<file path="src/hw/rtl/pulse_frequency_averager_defines.svh">
// assertion macros shared by the rtl files
`ifndef PULSE_FREQUENCY_AVERAGER_DEFINES_SVH
`define PULSE_FREQUENCY_AVERAGER_DEFINES_SVH

`ifndef SYNTH

// same-cycle implication
`define PFA_ASSERT_IMP(label, clk, rst_n, a, b) \
    label: assert property (@(posedge clk) disable iff (!rst_n) (a) |-> (b)) \
        else $error("implication check failed");

// next-cycle implication
`define PFA_ASSERT_NEXT(label, clk, rst_n, a, b) \
    label: assert property (@(posedge clk) disable iff (!rst_n) (a) |=> (b)) \
        else $error("next-cycle check failed");

`else

`define PFA_ASSERT_IMP(label, clk, rst_n, a, b)
`define PFA_ASSERT_NEXT(label, clk, rst_n, a, b)

`endif

`endif

</file>
<file path="src/hw/rtl/pfa_pkg.sv">
package pfa_pkg;

    localparam int WIDTH_BITS   = 20;
    localparam int CNT_BITS     = 16;
    localparam int LIMIT_BITS   = 20;
    localparam int SUM_BITS     = 35;
    localparam int FREQ_BITS    = 19;
    localparam int STATUS_BITS  = 2;
    localparam int PADDR_BITS   = 4;
    localparam int PDATA_BITS   = 32;

    localparam int DIVISOR_BITS = (WIDTH_BITS > CNT_BITS) ? WIDTH_BITS : CNT_BITS;
    localparam int CMP_BITS     = (WIDTH_BITS > LIMIT_BITS) ? WIDTH_BITS : LIMIT_BITS;
    localparam int STEP_BITS    = $clog2(SUM_BITS + 1);

    localparam logic [FREQ_BITS-1:0] RATE_NUMERATOR = FREQ_BITS'(500000);
    localparam logic [STEP_BITS-1:0] RATE_STEPS     = STEP_BITS'(FREQ_BITS);
    localparam logic [STEP_BITS-1:0] AVG_STEPS      = STEP_BITS'(SUM_BITS);

    localparam logic [CNT_BITS-1:0]   SAMPLE_COUNT_RESET  = CNT_BITS'(1);
    localparam logic [CNT_BITS-1:0]   TIMEOUT_LIMIT_RESET = CNT_BITS'(10);
    localparam logic [LIMIT_BITS-1:0] WAIT_LIMIT_RESET    = {LIMIT_BITS{1'b1}};

    // register indexes
    localparam logic [1:0] REG_SAMPLE_COUNT  = 2'd0;
    localparam logic [1:0] REG_TIMEOUT_LIMIT = 2'd1;
    localparam logic [1:0] REG_WAIT_LIMIT    = 2'd2;

    // result status codes
    localparam logic [STATUS_BITS-1:0] STATUS_DONE  = 2'd0;
    localparam logic [STATUS_BITS-1:0] STATUS_ABORT = 2'd1;
    localparam logic [STATUS_BITS-1:0] STATUS_EMPTY = 2'd2;

    typedef struct packed {
        logic [CNT_BITS-1:0]   sample_count;
        logic [CNT_BITS-1:0]   timeout_limit;
        logic [LIMIT_BITS-1:0] pulse_wait_limit;
    } cfg_t;

    typedef struct packed {
        logic                 start;
        logic [STEP_BITS-1:0] steps;
    } div_req_t;

    typedef struct packed {
        logic busy;
        logic done;
    } div_rsp_t;

endpackage

</file>
<file path="src/hw/rtl/pfa_regs.sv">
module pfa_regs
    import pfa_pkg::*;
(
    input  logic                  clk,
    input  logic                  rst_n,
    input  logic                  psel,
    input  logic                  penable,
    input  logic                  pwrite,
    input  logic [PADDR_BITS-1:0] paddr,
    input  logic [PDATA_BITS-1:0] pwdata,
    output logic [PDATA_BITS-1:0] prdata,
    output logic                  pready,
    output cfg_t                  cfg
);

    cfg_t cfg_reg;
    logic wr_en;
    logic [1:0] reg_idx;

    assign pready  = 1'b1;
    assign wr_en   = psel && penable && pwrite;
    assign reg_idx = paddr[3:2];
    assign cfg     = cfg_reg;

    always_ff @(posedge clk or negedge rst_n)
    begin
        if (!rst_n)
        begin
            cfg_reg.sample_count     <= SAMPLE_COUNT_RESET;
            cfg_reg.timeout_limit    <= TIMEOUT_LIMIT_RESET;
            cfg_reg.pulse_wait_limit <= WAIT_LIMIT_RESET;
        end
        else if (wr_en)
        begin
            unique case (reg_idx)
                REG_SAMPLE_COUNT:  cfg_reg.sample_count     <= pwdata[CNT_BITS-1:0];
                REG_TIMEOUT_LIMIT: cfg_reg.timeout_limit    <= pwdata[CNT_BITS-1:0];
                REG_WAIT_LIMIT:    cfg_reg.pulse_wait_limit <= pwdata[LIMIT_BITS-1:0];
                default:           ;
            endcase
        end
    end

    always_comb
    begin
        unique case (reg_idx)
            REG_SAMPLE_COUNT:  prdata = PDATA_BITS'(cfg_reg.sample_count);
            REG_TIMEOUT_LIMIT: prdata = PDATA_BITS'(cfg_reg.timeout_limit);
            REG_WAIT_LIMIT:    prdata = PDATA_BITS'(cfg_reg.pulse_wait_limit);
            default:           prdata = '0;
        endcase
    end

endmodule

</file>
<file path="src/hw/rtl/pfa_divider.sv">
`include "pulse_frequency_averager_defines.svh"

module pfa_divider
    import pfa_pkg::*;
(
    input  logic                    clk,
    input  logic                    rst_n,
    input  div_req_t                req,
    input  logic [SUM_BITS-1:0]     dividend,
    input  logic [DIVISOR_BITS-1:0] divisor,
    output div_rsp_t                rsp,
    output logic [SUM_BITS-1:0]     quotient
);

    logic                    busy_reg;
    logic                    done_reg;
    logic [STEP_BITS-1:0]    cnt_reg;
    logic [DIVISOR_BITS-1:0] rem_reg;
    logic [SUM_BITS-1:0]     quo_reg;
    logic [DIVISOR_BITS-1:0] div_reg;
    logic [DIVISOR_BITS:0]   trial;
    logic [DIVISOR_BITS:0]   shifted;

    // restoring division, one quotient bit per cycle; a short dividend is
    // loaded left-aligned so only its own bits are iterated
    assign shifted = {rem_reg, quo_reg[SUM_BITS-1]};
    assign trial   = shifted - {1'b0, div_reg};

    always_ff @(posedge clk or negedge rst_n)
    begin
        if (!rst_n)
        begin
            busy_reg <= 1'b0;
            done_reg <= 1'b0;
            cnt_reg  <= '0;
        end
        else
        begin
            done_reg <= 1'b0;
            if (req.start)
            begin
                busy_reg <= (req.steps != '0);
                done_reg <= (req.steps == '0);
                cnt_reg  <= req.steps;
            end
            else if (busy_reg)
            begin
                cnt_reg <= cnt_reg - 1'b1;
                if (cnt_reg == STEP_BITS'(1))
                begin
                    busy_reg <= 1'b0;
                    done_reg <= 1'b1;
                end
            end
        end
    end

    always_ff @(posedge clk)
    begin
        if (req.start)
        begin
            rem_reg <= '0;
            quo_reg <= dividend;
            div_reg <= divisor;
        end
        else if (busy_reg)
        begin
            if (!trial[DIVISOR_BITS])
            begin
                rem_reg <= trial[DIVISOR_BITS-1:0];
                quo_reg <= {quo_reg[SUM_BITS-2:0], 1'b1};
            end
            else
            begin
                rem_reg <= shifted[DIVISOR_BITS-1:0];
                quo_reg <= {quo_reg[SUM_BITS-2:0], 1'b0};
            end
        end
    end

    assign rsp.busy = busy_reg;
    assign rsp.done = done_reg;
    assign quotient = quo_reg;

    `PFA_ASSERT_IMP(a_no_start_busy, clk, rst_n, req.start, !busy_reg)
    `PFA_ASSERT_NEXT(a_done_idle, clk, rst_n, done_reg, !busy_reg)
    `PFA_ASSERT_IMP(a_not_both, clk, rst_n, busy_reg, !done_reg)

endmodule

</file>
<file path="src/hw/rtl/pulse_frequency_averager.sv">
// pulse frequency averager
// pulse_width items arrive on a valid/ready channel; each good width w
// (nonzero and not above pulse_wait_limit) adds floor(500000 / w) to a
// running sum, other widths count as timeouts. after sample_count samples
// the block emits frequency = sum / good samples with status 0, or 0 with
// status 2 when no sample was good; when timeouts exceed timeout_limit the
// measurement aborts with frequency 0 and status 1.
// one shared restoring divider does all division, one bit per cycle: a good
// item runs the rate division and then the check before the next ready, a
// timed-out item goes straight to the check; an item that completes a
// measurement adds the average division and the load of the output
// register.
// in_ready is high only while the sequencer idles; the result sits in an
// output register, so the next item is taken while it waits. if a new result
// is ready while the old one is not yet taken, the sequencer holds until
// out_ready frees the slot.
// reset loads the register defaults (sample_count 1, timeout_limit 10,
// pulse_wait_limit all ones) and clears the measurement and output valid.
// registers sit at byte addresses 0, 4 and 8 of the apb port; pready is
// always high.
`include "pulse_frequency_averager_defines.svh"

module pulse_frequency_averager
    import pfa_pkg::*;
(
    input  logic                   clk,
    input  logic                   rst_n,
    input  logic                   psel,
    input  logic                   penable,
    input  logic                   pwrite,
    input  logic [PADDR_BITS-1:0]  paddr,
    input  logic [PDATA_BITS-1:0]  pwdata,
    output logic [PDATA_BITS-1:0]  prdata,
    output logic                   pready,
    input  logic [WIDTH_BITS-1:0]  pulse_width,
    input  logic                   in_valid,
    output logic                   in_ready,
    output logic [FREQ_BITS-1:0]   frequency,
    output logic [STATUS_BITS-1:0] status,
    output logic                   out_valid,
    input  logic                   out_ready
);

    typedef enum logic [2:0] {
        S_IDLE,
        S_RATE,
        S_CHECK,
        S_AVG,
        S_EMIT
    } state_t;

    cfg_t     cfg;
    div_req_t div_req;
    div_rsp_t div_rsp;
    logic [SUM_BITS-1:0]     div_dividend;
    logic [DIVISOR_BITS-1:0] div_divisor;
    logic [SUM_BITS-1:0]     div_quotient;

    state_t                 state_reg;
    logic [SUM_BITS-1:0]    sum_reg;
    logic [CNT_BITS-1:0]    taken_reg;
    logic [CNT_BITS-1:0]    good_reg;
    logic [CNT_BITS-1:0]    tmo_reg;
    logic [FREQ_BITS-1:0]   res_freq_reg;
    logic [STATUS_BITS-1:0] res_status_reg;
    logic                   out_valid_reg;
    logic [FREQ_BITS-1:0]   out_freq_reg;
    logic [STATUS_BITS-1:0] out_status_reg;

    logic                   in_fire;
    logic                   width_good;
    logic [CNT_BITS-1:0]    target;
    logic                   slot_free;

    pfa_regs u_regs (
        .clk     (clk),
        .rst_n   (rst_n),
        .psel    (psel),
        .penable (penable),
        .pwrite  (pwrite),
        .paddr   (paddr),
        .pwdata  (pwdata),
        .prdata  (prdata),
        .pready  (pready),
        .cfg     (cfg)
    );

    pfa_divider u_div (
        .clk      (clk),
        .rst_n    (rst_n),
        .req      (div_req),
        .dividend (div_dividend),
        .divisor  (div_divisor),
        .rsp      (div_rsp),
        .quotient (div_quotient)
    );

    assign in_ready   = (state_reg == S_IDLE);
    assign in_fire    = in_valid && in_ready;
    assign width_good = (pulse_width != '0) &&
                        (CMP_BITS'(pulse_width) <= CMP_BITS'(cfg.pulse_wait_limit));
    assign target     = (cfg.sample_count == '0) ? CNT_BITS'(1) : cfg.sample_count;
    assign slot_free  = !out_valid_reg || out_ready;

    // divider launch: rate on a good item, average on completion
    always_comb
    begin
        div_req.start = 1'b0;
        div_req.steps = RATE_STEPS;
        div_dividend  = {RATE_NUMERATOR, {(SUM_BITS-FREQ_BITS){1'b0}}};
        div_divisor   = DIVISOR_BITS'(pulse_width);
        if (state_reg == S_IDLE)
        begin
            div_req.start = in_fire && width_good;
        end
        else if (state_reg == S_CHECK)
        begin
            div_req.steps = AVG_STEPS;
            div_dividend  = sum_reg;
            div_divisor   = DIVISOR_BITS'(good_reg);
            div_req.start = (tmo_reg <= cfg.timeout_limit) && (taken_reg >= target) &&
                            (good_reg != '0);
        end
    end

    always_ff @(posedge clk or negedge rst_n)
    begin
        if (!rst_n)
        begin
            state_reg      <= S_IDLE;
            sum_reg        <= '0;
            taken_reg      <= '0;
            good_reg       <= '0;
            tmo_reg        <= '0;
            out_valid_reg  <= 1'b0;
            res_freq_reg   <= '0;
            res_status_reg <= STATUS_DONE;
            out_freq_reg   <= '0;
            out_status_reg <= STATUS_DONE;
        end
        else
        begin
            if (out_valid_reg && out_ready && (state_reg != S_EMIT))
            begin
                out_valid_reg <= 1'b0;
            end
            unique case (state_reg)
                S_IDLE:
                begin
                    if (in_fire)
                    begin
                        if (width_good)
                        begin
                            state_reg <= S_RATE;
                        end
                        else
                        begin
                            tmo_reg   <= tmo_reg + 1'b1;
                            taken_reg <= taken_reg + 1'b1;
                            state_reg <= S_CHECK;
                        end
                    end
                end
                S_RATE:
                begin
                    if (div_rsp.done)
                    begin
                        sum_reg   <= sum_reg + SUM_BITS'(div_quotient[FREQ_BITS-1:0]);
                        good_reg  <= good_reg + 1'b1;
                        taken_reg <= taken_reg + 1'b1;
                        state_reg <= S_CHECK;
                    end
                end
                S_CHECK:
                begin
                    priority if (tmo_reg > cfg.timeout_limit)
                    begin
                        res_freq_reg   <= '0;
                        res_status_reg <= STATUS_ABORT;
                        state_reg      <= S_EMIT;
                    end
                    else if (taken_reg >= target)
                    begin
                        if (good_reg == '0)
                        begin
                            res_freq_reg   <= '0;
                            res_status_reg <= STATUS_EMPTY;
                            state_reg      <= S_EMIT;
                        end
                        else
                        begin
                            state_reg <= S_AVG;
                        end
                    end
                    else
                    begin
                        state_reg <= S_IDLE;
                    end
                end
                S_AVG:
                begin
                    if (div_rsp.done)
                    begin
                        res_freq_reg   <= div_quotient[FREQ_BITS-1:0];
                        res_status_reg <= STATUS_DONE;
                        state_reg      <= S_EMIT;
                    end
                end
                S_EMIT:
                begin
                    // measurement is cleared once the result goes out
                    if (slot_free)
                    begin
                        out_valid_reg  <= 1'b1;
                        out_freq_reg   <= res_freq_reg;
                        out_status_reg <= res_status_reg;
                        sum_reg        <= '0;
                        taken_reg      <= '0;
                        good_reg       <= '0;
                        tmo_reg        <= '0;
                        state_reg      <= S_IDLE;
                    end
                    else
                    begin
                        out_valid_reg <= 1'b1;
                    end
                end
                default:
                begin
                    state_reg <= S_IDLE;
                end
            endcase
        end
    end

    assign out_valid = out_valid_reg;
    assign frequency = out_freq_reg;
    assign status    = out_status_reg;

    `PFA_ASSERT_IMP(a_div_done_state, clk, rst_n, div_rsp.done,
        (state_reg == S_RATE) || (state_reg == S_AVG))
    `PFA_ASSERT_IMP(a_fault_zero, clk, rst_n, out_valid_reg && (out_status_reg != STATUS_DONE),
        out_freq_reg == '0)
    `PFA_ASSERT_IMP(a_div_idle_at_accept, clk, rst_n, in_fire, !div_rsp.busy)

endmodule

</file>
<file path="config.mk">
export PLATFORM = sky130hd
export DESIGN_NAME = pulse_frequency_averager
export DESIGN_NICKNAME = d
export VERILOG_FILES = /design/src/hw/rtl/pfa_pkg.sv /design/src/hw/rtl/pfa_regs.sv /design/src/hw/rtl/pfa_divider.sv /design/src/hw/rtl/pulse_frequency_averager.sv
export VERILOG_INCLUDE_DIRS = /design/src /design/src/hw/rtl
export SDC_FILE = /design/constraint.sdc
export NUM_CORES = 1
export LEC_CHECK = 0
export BUFFER_PORTS_ARGS = -buffer_cell sky130_fd_sc_hd__buf_2
export CORE_UTILIZATION = 61
export DETAILED_ROUTE_END_ITERATION = 16
export PLACE_DENSITY = 0.81
export RECOVER_POWER = 25
export SYNTH_ARGS = -nofsm -noshare
export SYNTH_HDL_FRONTEND = slang
export SYNTH_SLANG_ARGS = --single-unit
</file>
<file path="constraint.sdc">
create_clock -name clk -period 4.1 [get_ports clk]
set_input_delay 0.615 -clock clk [delete_from_list [all_inputs] [get_ports clk]]
set_output_delay 0.615 -clock clk [all_outputs]
set_load 0.02 [all_outputs]
</file>
==> impl_metrics.env, run 1 <==
export IMPL_outcome="finished with violations"
export IMPL_violations="max-capacitance violations, max-slew violations"
export IMPL_ys_warn_count=0
export IMPL_hpwl_mm=24.59
export IMPL_grt_pass1_vias=12190
export IMPL_post_route_util_pct=69.04
export IMPL_slew_viol_final=123
export IMPL_vdd_drop_max_mv=0.4498
export IMPL_initial_core_util_pct=62.15
export IMPL_drc=0
export IMPL_grt_max_degree=123
export IMPL_grt_ovfl_total=0
export IMPL_clockBufferDepth=3
export IMPL_timing_rr_start="u_div.quotient[0]"
export IMPL_finalHoldViolations=0
export IMPL_cts_root_buffer="clkbuf_16"
export IMPL_die_area_mm2=0.02541
export IMPL_postCtsHoldBufs=0
export IMPL_fin_crit_ns=3.569
export IMPL_ff2ff_path_depth=12
export IMPL_setup_worst_path_class="reg2reg"
export IMPL_cts_resized=0
export IMPL_dr_pass1_iters=5
export IMPL_synthTopCellsByArea="dfrtp_1, edfxtp_1, ha_1"
export IMPL_finalSetupTns_ns=0
export IMPL_rsz0062_at_grt="false"
export IMPL_dieHeight_um=159.4
export IMPL_netlist_area_mm2=0.01511
export IMPL_yosysUniqueCellTypes=73
export IMPL_antenna_found_initial=1
export IMPL_syn_to_final_growth_pct=11.09
export IMPL_setup_viol=0
export IMPL_period_share_pct=87.05
export IMPL_nNetsFinal=1907
export IMPL_yosys_top_cells_count="nand2_1, o21ai_0, dfrtp_1"
export IMPL_synth_main_ff_cell="dfrtp_1"
export IMPL_postCtsSetupRepairBufs=0
export IMPL_rr_endpoint="sum_reg[34]"
export IMPL_htree_num_levels=1
export IMPL_synthArstFlopShare_pct=71.59
export IMPL_design_core_area_mm2=0.02432
export IMPL_clock_latency_ns=0.55
export IMPL_synth_avg_cell_area_um2=9.051
export IMPL_routed_wl_mm=35.72
export IMPL_yosysTopAreaCell="dfrtp_1"
export IMPL_startpoint="u_div.quotient[0]"
export IMPL_power_density_mw_per_mm2=704.0
export IMPL_skew_ns=0.02026
export IMPL_slew_headroom_pct=-108.7
export IMPL_track_usage_pct=28.90
export IMPL_syn_inst=1670
export IMPL_crit_fanout=7
export IMPL_rows=57
export IMPL_portBuffers=91
export IMPL_grt_pass1_wl_mm=60.05
export IMPL_avgRoutedWirePerCell_um=17.07
export IMPL_maxCapViolCount=1
export IMPL_rrSetupSlack_ns=0.53
export IMPL_fmax_mhz=280.2
export IMPL_cts_tree="done"
export IMPL_drtIter0Drc=775
export IMPL_antenna_left=0
export IMPL_largest_reg_flops=52
export IMPL_io_pins=119
export IMPL_cp_arrival_ns=4.03
export IMPL_clkTransAtPathRegs_ns=0.06
export IMPL_drive_above_1_share_pct=13.24
export IMPL_synth_edf_count=55
export IMPL_start_kind="register"
export IMPL_synth_most_common_cell="nand2_1"
export IMPL_p_leak_nw=7.984
export IMPL_cts_buffers=28
export IMPL_ys_seq_area_share_pct=45.06
export IMPL_worstMarginPinSlew_ns=3.131
export IMPL_required_ns=4.56
export IMPL_ys_seq_elements=264
export IMPL_dr_total_vias=12240
export IMPL_hp_class="in2reg"
export IMPL_die_w_um=159.4
export IMPL_detail_route_vias_per_cell=5.850
export IMPL_endpoint="sum_reg[34]"
export IMPL_clock_sinks=264
export IMPL_end_kind="register"
export IMPL_gp_congestion=0.8898
export IMPL_yosysTopAreaCellShare_pct=27.48
cells by family after synthesis:
group                    Yosys count  synth area share, %
buffers and inverters            191                5.124
AO/OA/AOI/OAI                    365                14.45
AND/OR/NAND/NOR                  615                18.46
flip-flops                       264                45.06
other                              2              0.04969
adder cells (fa/ha/maj)           99                8.295
XOR/XNOR                          78                4.570
multiplexers                      56                3.998
area by class of cell:
cell class,count,area (um^2)
Clock buffer,37,775.7
Clock inverter,15,152.6
Tap cell,324,405.4
Multi-Input combinational cell,1226,7592
Timing Repair Buffer,118,650.6
Inverter,107,401.6
Fill cell,1905,7528
Antenna cell,1,2.502
Sequential cell,264,6810
stage by stage:
step | setup WS (ns) | instances | hold WS (ns) | area, um^2 | power [mW]
6_report | 0.5311 | 2092 | 0.2712 | 16790 | 11.82
5_1_grt | 0.2763 | 2092 | 0.2823 | 16790 | 12.70
4_1_cts | 0.5012 | 2091 | 0.2598 | 16810 | 11.81
3_5_place_dp | 0.6555 | 2039 | 0.4508 | 15880 | 9.202
3_3_place_gp | 0.7075 | 2039 | 0.4493 | 15880 | 8.981
2_1_floorplan | 0.3656 | 1681 | 0.3194 | 15160 | 7.946
cells in the final DEF, fill, tap and decap left out, types with 20 or more instances in the layout:
cell / n
nand2_1: 301
o21ai_0: 176
dfrtp_1: 166
nor2_1: 113
inv_1: 107
ha_1: 97
buf_2: 89
a21oi_1: 77
xor2_1: 59
edfxtp_1: 55
nand3_1: 48
mux2_2: 35
clkbuf_16: 29
nand4_1: 26
and3_1: 26
buf_4: 25
dfstp_2: 23
mux2i_1: 21
a21o_1: 21
dfxtp_1: 20
where the power goes:
part	switching, mW	internal (mW)
Sequential	0.682	3.69
Combinational	2.90	1.99
Clock	1.04	1.52
Total	4.62	7.20
how the worst min path moves through the flow:
stage / start / endpoint / slack (ns) / depth (start not counted)
final: pwdata[19] / u_regs.cfg[19] / 0.27 / 3
after global routing: pwdata[17] / u_regs.cfg[17] / 0.28 / 3
after CTS: pwdata[19] / u_regs.cfg[19] / 0.26 / 3
after detailed placement: res_freq_reg[0] / frequency[0] / 0.45 / 2
after global placement: res_freq_reg[4] / frequency[4] / 0.45 / 2
after floorplan: rst_n / frequency[0] / 0.32 / 0
routing by layer:
metal	up-vias	track usage [%]	wire, um
li1	5913	-	-
met1	5891	36.78	15120
met2	341	49.80	17390
met3	94	3.933	1898
met4	0	11.80	1301
met5	-	0	0
critical path: stages, from the launching register on:
cell       delay, ns
edfxtp_1        0.39
ha_1            0.24
inv_1           0.07
fa_1            0.41
nor2b_1         0.16
o2111ai_1       0.17
a211o_1         0.34
a31oi_1         0.42
a221o_1         0.26
a41o_1          0.36
nand2_1         0.16
or3_1           0.38
a21oi_1         0.14
No activity file was read; power rests on OpenSTA's default activity.
==> run 2: changes to the inputs <==
Settings changed: CORE_UTILIZATION 61 to 63, CTS_BUF_LIST set to sky130_fd_sc_hd__clkbuf_8, PLACE_DENSITY 0.81 to 0.83.
==> run 2 against run 1 <==
Final cell count up 0.96%. Setup slack worse by 0.18 ns. Sequential power about the same. Total power down 0.29%. Via count up 1.1%. Design area about the same. Die area down 3.1%. The run still ends with max-capacitance violations, max-slew violations left. Critical path depth up 1. Clock skew up 0.0073 ns. Largest cell class unchanged. Core utilization up 2.6 points. Clock-buffer cell count up 22. Sequential cell count unchanged.
==> impl_metrics.env, run 2 (synthesis results as in run 1) <==
export IMPL_maxCapViolCount=1
export IMPL_portBuffers=91
export IMPL_drc=0
export IMPL_crit_fanout=30
export IMPL_detail_route_vias_per_cell=5.857
export IMPL_final_cell_area_mm2=0.01680
export IMPL_rows=56
export IMPL_outcome="finished with violations"
export IMPL_cp_slowest_stage_delay_ns=0.45
export IMPL_n_antenna_cell=0
export IMPL_slew_viol_final=108
export IMPL_routed_wl_mm=35.75
export IMPL_avgRoutedWirePerCell_um=16.92
export IMPL_setup_worst_path_class="reg2reg"
export IMPL_end_kind="register"
export IMPL_critPathSlowestCell="nor4_1"
export IMPL_gp_congestion=0.8783
export IMPL_cp_arrival_ns=4.22
export IMPL_die_w_um=156.9
export IMPL_clock_latency_ns=0.58
export IMPL_post_route_util_pct=71.59
export IMPL_setup_viol=0
export IMPL_clockBufferDepth=3
export IMPL_antenna_found_initial=0
export IMPL_dr_pass1_iters=7
export IMPL_hpwl_mm=24.47
export IMPL_fillers=1753
export IMPL_syn_to_final_growth_pct=11.18
export IMPL_finalSetupTns_ns=0
export IMPL_clock_sinks=264
export IMPL_drtIter0Drc=992
export IMPL_postCtsHoldBufs=0
export IMPL_design_core_area_mm2=0.02347
export IMPL_rsz0062_at_grt="false"
export IMPL_mostFrequentLayoutCells="nand2_1, o21ai_0, dfrtp_1, inv_1, nor2_1"
export IMPL_grt_ovfl_total=0
export IMPL_p_leak_nw=8.043
export IMPL_multi_input_area_mm2=0.007587
export IMPL_cpMostUsedCell="a211oi_1"
export IMPL_antenna_left=0
export IMPL_grt_pass1_vias=12010
export IMPL_largest_reg_flops=52
export IMPL_track_usage_pct=29.97
export IMPL_io_pins=119
export IMPL_skew_ns=0.02759
export IMPL_rrSetupSlack_ns=0.35
export IMPL_postCtsSetupRepairBufs=0
export IMPL_initial_core_util_pct=64.39
export IMPL_cts_tree="done"
export IMPL_fin_crit_ns=3.749
export IMPL_seqCellArea_mm2=0.006810
export IMPL_final_common_cell="nand2_1"
export IMPL_place_area_mm2=0.01588
export IMPL_finalHoldViolations=0
export IMPL_period_share_pct=91.44
export IMPL_fmax_mhz=266.7
export IMPL_violations="max-capacitance violations, max-slew violations"
export IMPL_cts_resized=0
export IMPL_power_density_mw_per_mm2=701.4
export IMPL_dr_total_vias=12370
export IMPL_hp_class="in2reg"
export IMPL_hold_slack_ns=0.2479
export IMPL_cts_root_buffer="clkbuf_8"
export IMPL_htree_num_levels=2
export IMPL_highest_layer="met4"
export IMPL_slew_headroom_pct=-95.33
export IMPL_drt_met1_wl_mm=15.22
export IMPL_dieHeight_um=156.9
export IMPL_drive_above_1_share_pct=14.33
export IMPL_grt_pass1_wl_mm=58.45
export IMPL_die_area_mm2=0.02461
export IMPL_cts_buffers=45
export IMPL_route_met2_wl_mm=17.22
export IMPL_nNetsFinal=1920
export IMPL_grt_max_degree=109
export IMPL_cp_cell_sequence="nor4_1 -> a41o_1 -> ha_1 -> nand2b_1 -> a21o_1 -> a211oi_1 -> o21ai_0 -> a221o_1 -> and4_2 -> nor2_2 -> inv_1 -> buf_12 -> a211oi_1"
export IMPL_required_ns=4.57
export IMPL_met3_length_mm=2.127
export IMPL_vdd_drop_max_mv=0.3740
export IMPL_worstMarginPinSlew_ns=2.930
export IMPL_start_kind="register"
export IMPL_clkTransAtPathRegs_ns=0.07
export IMPL_finalPower_mw=11.79
-- run 2: report_power, final --
| group | total [mW] | leakage (nW) | internal [mW] | switching (mW) |
|---|---|---|---|---|
| combinational | 4.94 | 4.37 | 2.01 | 2.92 |
| sequential | 4.38 | 3.15 | 3.69 | 0.690 |
| clock | 2.47 | 0.520 | 1.36 | 1.11 |
-- run 2: final timing paths --
kind / depth (start not counted) / startpoint / end
min in group asynchronous: 1 / rst_n / u_regs.cfg[37]
worst max register to register: 13 / u_regs.cfg[37] / u_div.rem_reg[3]
max in group asynchronous: 1 / rst_n / frequency[16]
worst max-delay path: 13 / u_regs.cfg[37] / u_div.rem_reg[3]
worst min-delay path: 3 / pwdata[17] / u_regs.cfg[17]
worst min register to register: 2 / res_freq_reg[12] / frequency[12]
-- run 2: worst max-delay path, delay by kind of cell, from the launching register on --
| family | cells | cell delay (ns) |
|---|---|---|
| adders and majority gates | 1 | 0.22 |
| and+or+nand+nor | 4 | 1.23 |
| AOI/OAI and AO/OA | 6 | 1.35 |
| DFF | 1 | 0.40 |
| buffers and inverters | 2 | 0.42 |
-- run 2: cell type report --
class | count | share of cell area [%]
multi-input combinational | 1226 | 45.15
sequential | 264 | 40.53
clock buffer | 59 | 4.832
timing repair buffer | 114 | 3.909
inverter | 107 | 2.390
tap | 319 | 2.375
clock inverter | 23 | 0.8190
-- run 2: metal layers --
metal	up-vias	track usage, %
li1	5948	-
met4	0	13.40
met5	-	0.6211
met2	416	50.14
met3	89	4.488
met1	5918	38.58
-- run 2: per-stage QoR --
step | setup WS (ns) | instances
floorplan | 0.3656 | 1681
global placement | 0.4525 | 2030
detailed placement | 0.3893 | 2030
CTS | 0.3479 | 2112
global route | 0.01289 | 2112
finish | 0.3511 | 2112
==> run 3: changes to the inputs <==
Settings changed: CORE_UTILIZATION 63 to 60, PLACE_DENSITY 0.83 to 0.8.
==> run 3 against run 2 <==
Core utilization down 3.2 points. Critical endpoint is now sum_reg[34]. Wire length up 0.61%. Largest power group unchanged. Register-to-register slack better by 0.22 ns. Total power down 0.91%. Design area down 0.19%. First-iteration DRC count down 12%. The flow still finishes with violations (max-capacitance violations, max-slew violations).
==> impl_metrics.env, run 3 (synthesis results as in run 1) <==
export IMPL_multi_input_area_mm2=0.007587
export IMPL_finalSetupTns_ns=0
export IMPL_path_buf_inv=1
export IMPL_grt_pass1_wl_mm=60.04
export IMPL_skew_ns=0.02714
export IMPL_mostFrequentLayoutCells="nand2_1, o21ai_0, dfrtp_1, inv_1, nor2_1"
export IMPL_critical_path_top_delay_family="compound AO/OA/AOI/OAI gates"
export IMPL_cp_cell_sequence="ha_1 -> inv_1 -> fa_1 -> nor2b_1 -> o2111ai_1 -> a211o_1 -> a31oi_1 -> a221o_1 -> a41o_1 -> nand2_1 -> or3_1 -> a21oi_1"
export IMPL_maxCapViolCount=2
export IMPL_dr_total_vias=12300
export IMPL_slew_viol_final=155
export IMPL_clkTransAtPathRegs_ns=0.07
export IMPL_worstMarginPinSlew_ns=2.983
export IMPL_dieHeight_um=160.7
export IMPL_avgRoutedWirePerCell_um=16.98
export IMPL_outcome="finished with violations"
export IMPL_track_usage_pct=28.48
export IMPL_clockBufferDepth=3
export IMPL_rows=57
export IMPL_routed_wl_mm=35.96
export IMPL_p_leak_nw=8.044
export IMPL_nNetsFinal=1920
export IMPL_finalHoldViolations=0
export IMPL_final_cells=2118
export IMPL_clock_sinks=264
export IMPL_hp_class="in2reg"
export IMPL_die_area_mm2=0.02583
export IMPL_slew_headroom_pct=-98.89
export IMPL_grt_max_degree=115
export IMPL_end_kind="register"
export IMPL_route_met2_wl_mm=16.94
export IMPL_syn_to_final_growth_pct=10.98
export IMPL_vdd_drop_max_mv=0.3305
export IMPL_grt_ovfl_total=0
export IMPL_fmax_mhz=283.1
export IMPL_antenna_found_initial=1
export IMPL_design_core_area_mm2=0.02453
export IMPL_fin_crit_ns=3.532
export IMPL_start_kind="register"
export IMPL_critPathSlowestCell="a31oi_1"
export IMPL_seqCellArea_mm2=0.006810
export IMPL_cp_slowest_stage_delay_ns=0.42
export IMPL_detail_route_vias_per_cell=5.806
export IMPL_rsz0062_at_grt="false"
export IMPL_setup_viol=0
export IMPL_final_common_cell="nand2_1"
export IMPL_drc=0
export IMPL_initial_core_util_pct=61.61
export IMPL_io_pins=119
export IMPL_clock_latency_ns=0.57
export IMPL_met3_length_mm=1.767
export IMPL_die_w_um=160.7
export IMPL_violations="max-capacitance violations, max-slew violations"
export IMPL_hpwl_mm=25.06
export IMPL_dr_pass1_iters=5
export IMPL_period_share_pct=86.15
export IMPL_drtIter0Drc=875
export IMPL_antenna_left=0
export IMPL_cts_tree="done"
export IMPL_crit_fanout=7
export IMPL_gp_congestion=0.8838
export IMPL_drive_above_1_share_pct=14.28
export IMPL_cts_resized=0
export IMPL_htree_num_levels=2
export IMPL_postCtsSetupRepairBufs=0
export IMPL_required_ns=4.59
export IMPL_highest_layer="met4"
export IMPL_power_density_mw_per_mm2=696.3
export IMPL_portBuffers=91
export IMPL_postCtsHoldBufs=0
export IMPL_largest_reg_flops=52
export IMPL_fillers=1930
export IMPL_cts_buffers=44
export IMPL_drt_met1_wl_mm=15.90
export IMPL_cts_root_buffer="clkbuf_8"
export IMPL_cp_arrival_ns=4.02
export IMPL_setup_worst_path_class="reg2reg"
export IMPL_grt_pass1_vias=12180
export IMPL_dp_cells=2036
run 3: changes by cell type in the layout (fill, tap and decap cells not counted):
cell	delta
clkbuf_8	-5
clkinv_2	+4
inv_1	+4
clkinv_1	-3
inv_6	-2
buf_12	-1
buf_4	+1
bufinv_16	+1
clkbuf_2	+1
diode_2	+1
run 3: worst paths after layout:
check                             startpoint        endpoint  slack [ns]  cells after the start
max reg2reg                u_div.quotient[0]     sum_reg[34]        0.57                     12
min                               pwdata[19]  u_regs.cfg[19]        0.26                      3
max                        u_div.quotient[0]     sum_reg[34]        0.57                     12
max in group asynchronous              rst_n    taken_reg[3]        1.15                      2
min reg2reg                  res_freq_reg[2]    frequency[2]        0.46                      2
min in group asynchronous              rst_n    good_reg[10]        1.00                      1
run 3: stage by stage:
stage               hold WS [ns]  setup WS, ns  power [mW]  util, %  instance area (um^2)
floorplan                 0.3194        0.3656       7.946        -                 15160
global placement          0.4503        0.6616       8.986    64.74                 15880
detailed placement        0.4512        0.6216       9.230    64.74                 15880
CTS                       0.2001        0.6211       11.68    68.48                 16800
global route              0.2851        0.3229       12.56    68.37                 16770
finish                    0.2590        0.5677       11.68    68.37                 16770
run 3: area by class of cell:
cell class | count | area share (%)
Inverter | 107 | 2.394
Multi-Input combinational cell | 1226 | 45.23
Antenna cell | 1 | 0.01492
Clock buffer | 54 | 4.431
Timing Repair Buffer | 115 | 3.871
Sequential cell | 264 | 40.60
Clock inverter | 27 | 1.037
Tap cell | 324 | 2.417
run 3: worst min-delay path, cell delays in order:
cell and delay (ns):
buf_2 0.07, nand2_1 0.03, o21ai_0 0.06
run 3: power by group:
part / internal [mW] / switching, mW / total [mW]
clock network: 1.32 / 1.09 / 2.41
logic: 1.99 / 2.89 / 4.88
registers: 3.69 / 0.692 / 4.38
run 3: per-layer routing:
metal | up-vias | global-route usage [%]
met2 | 348 | 46.16
li1 | 5948 | -
met1 | 5911 | 37.99
met4 | 0 | 13.04
met3 | 90 | 4.132
met5 | - | 0
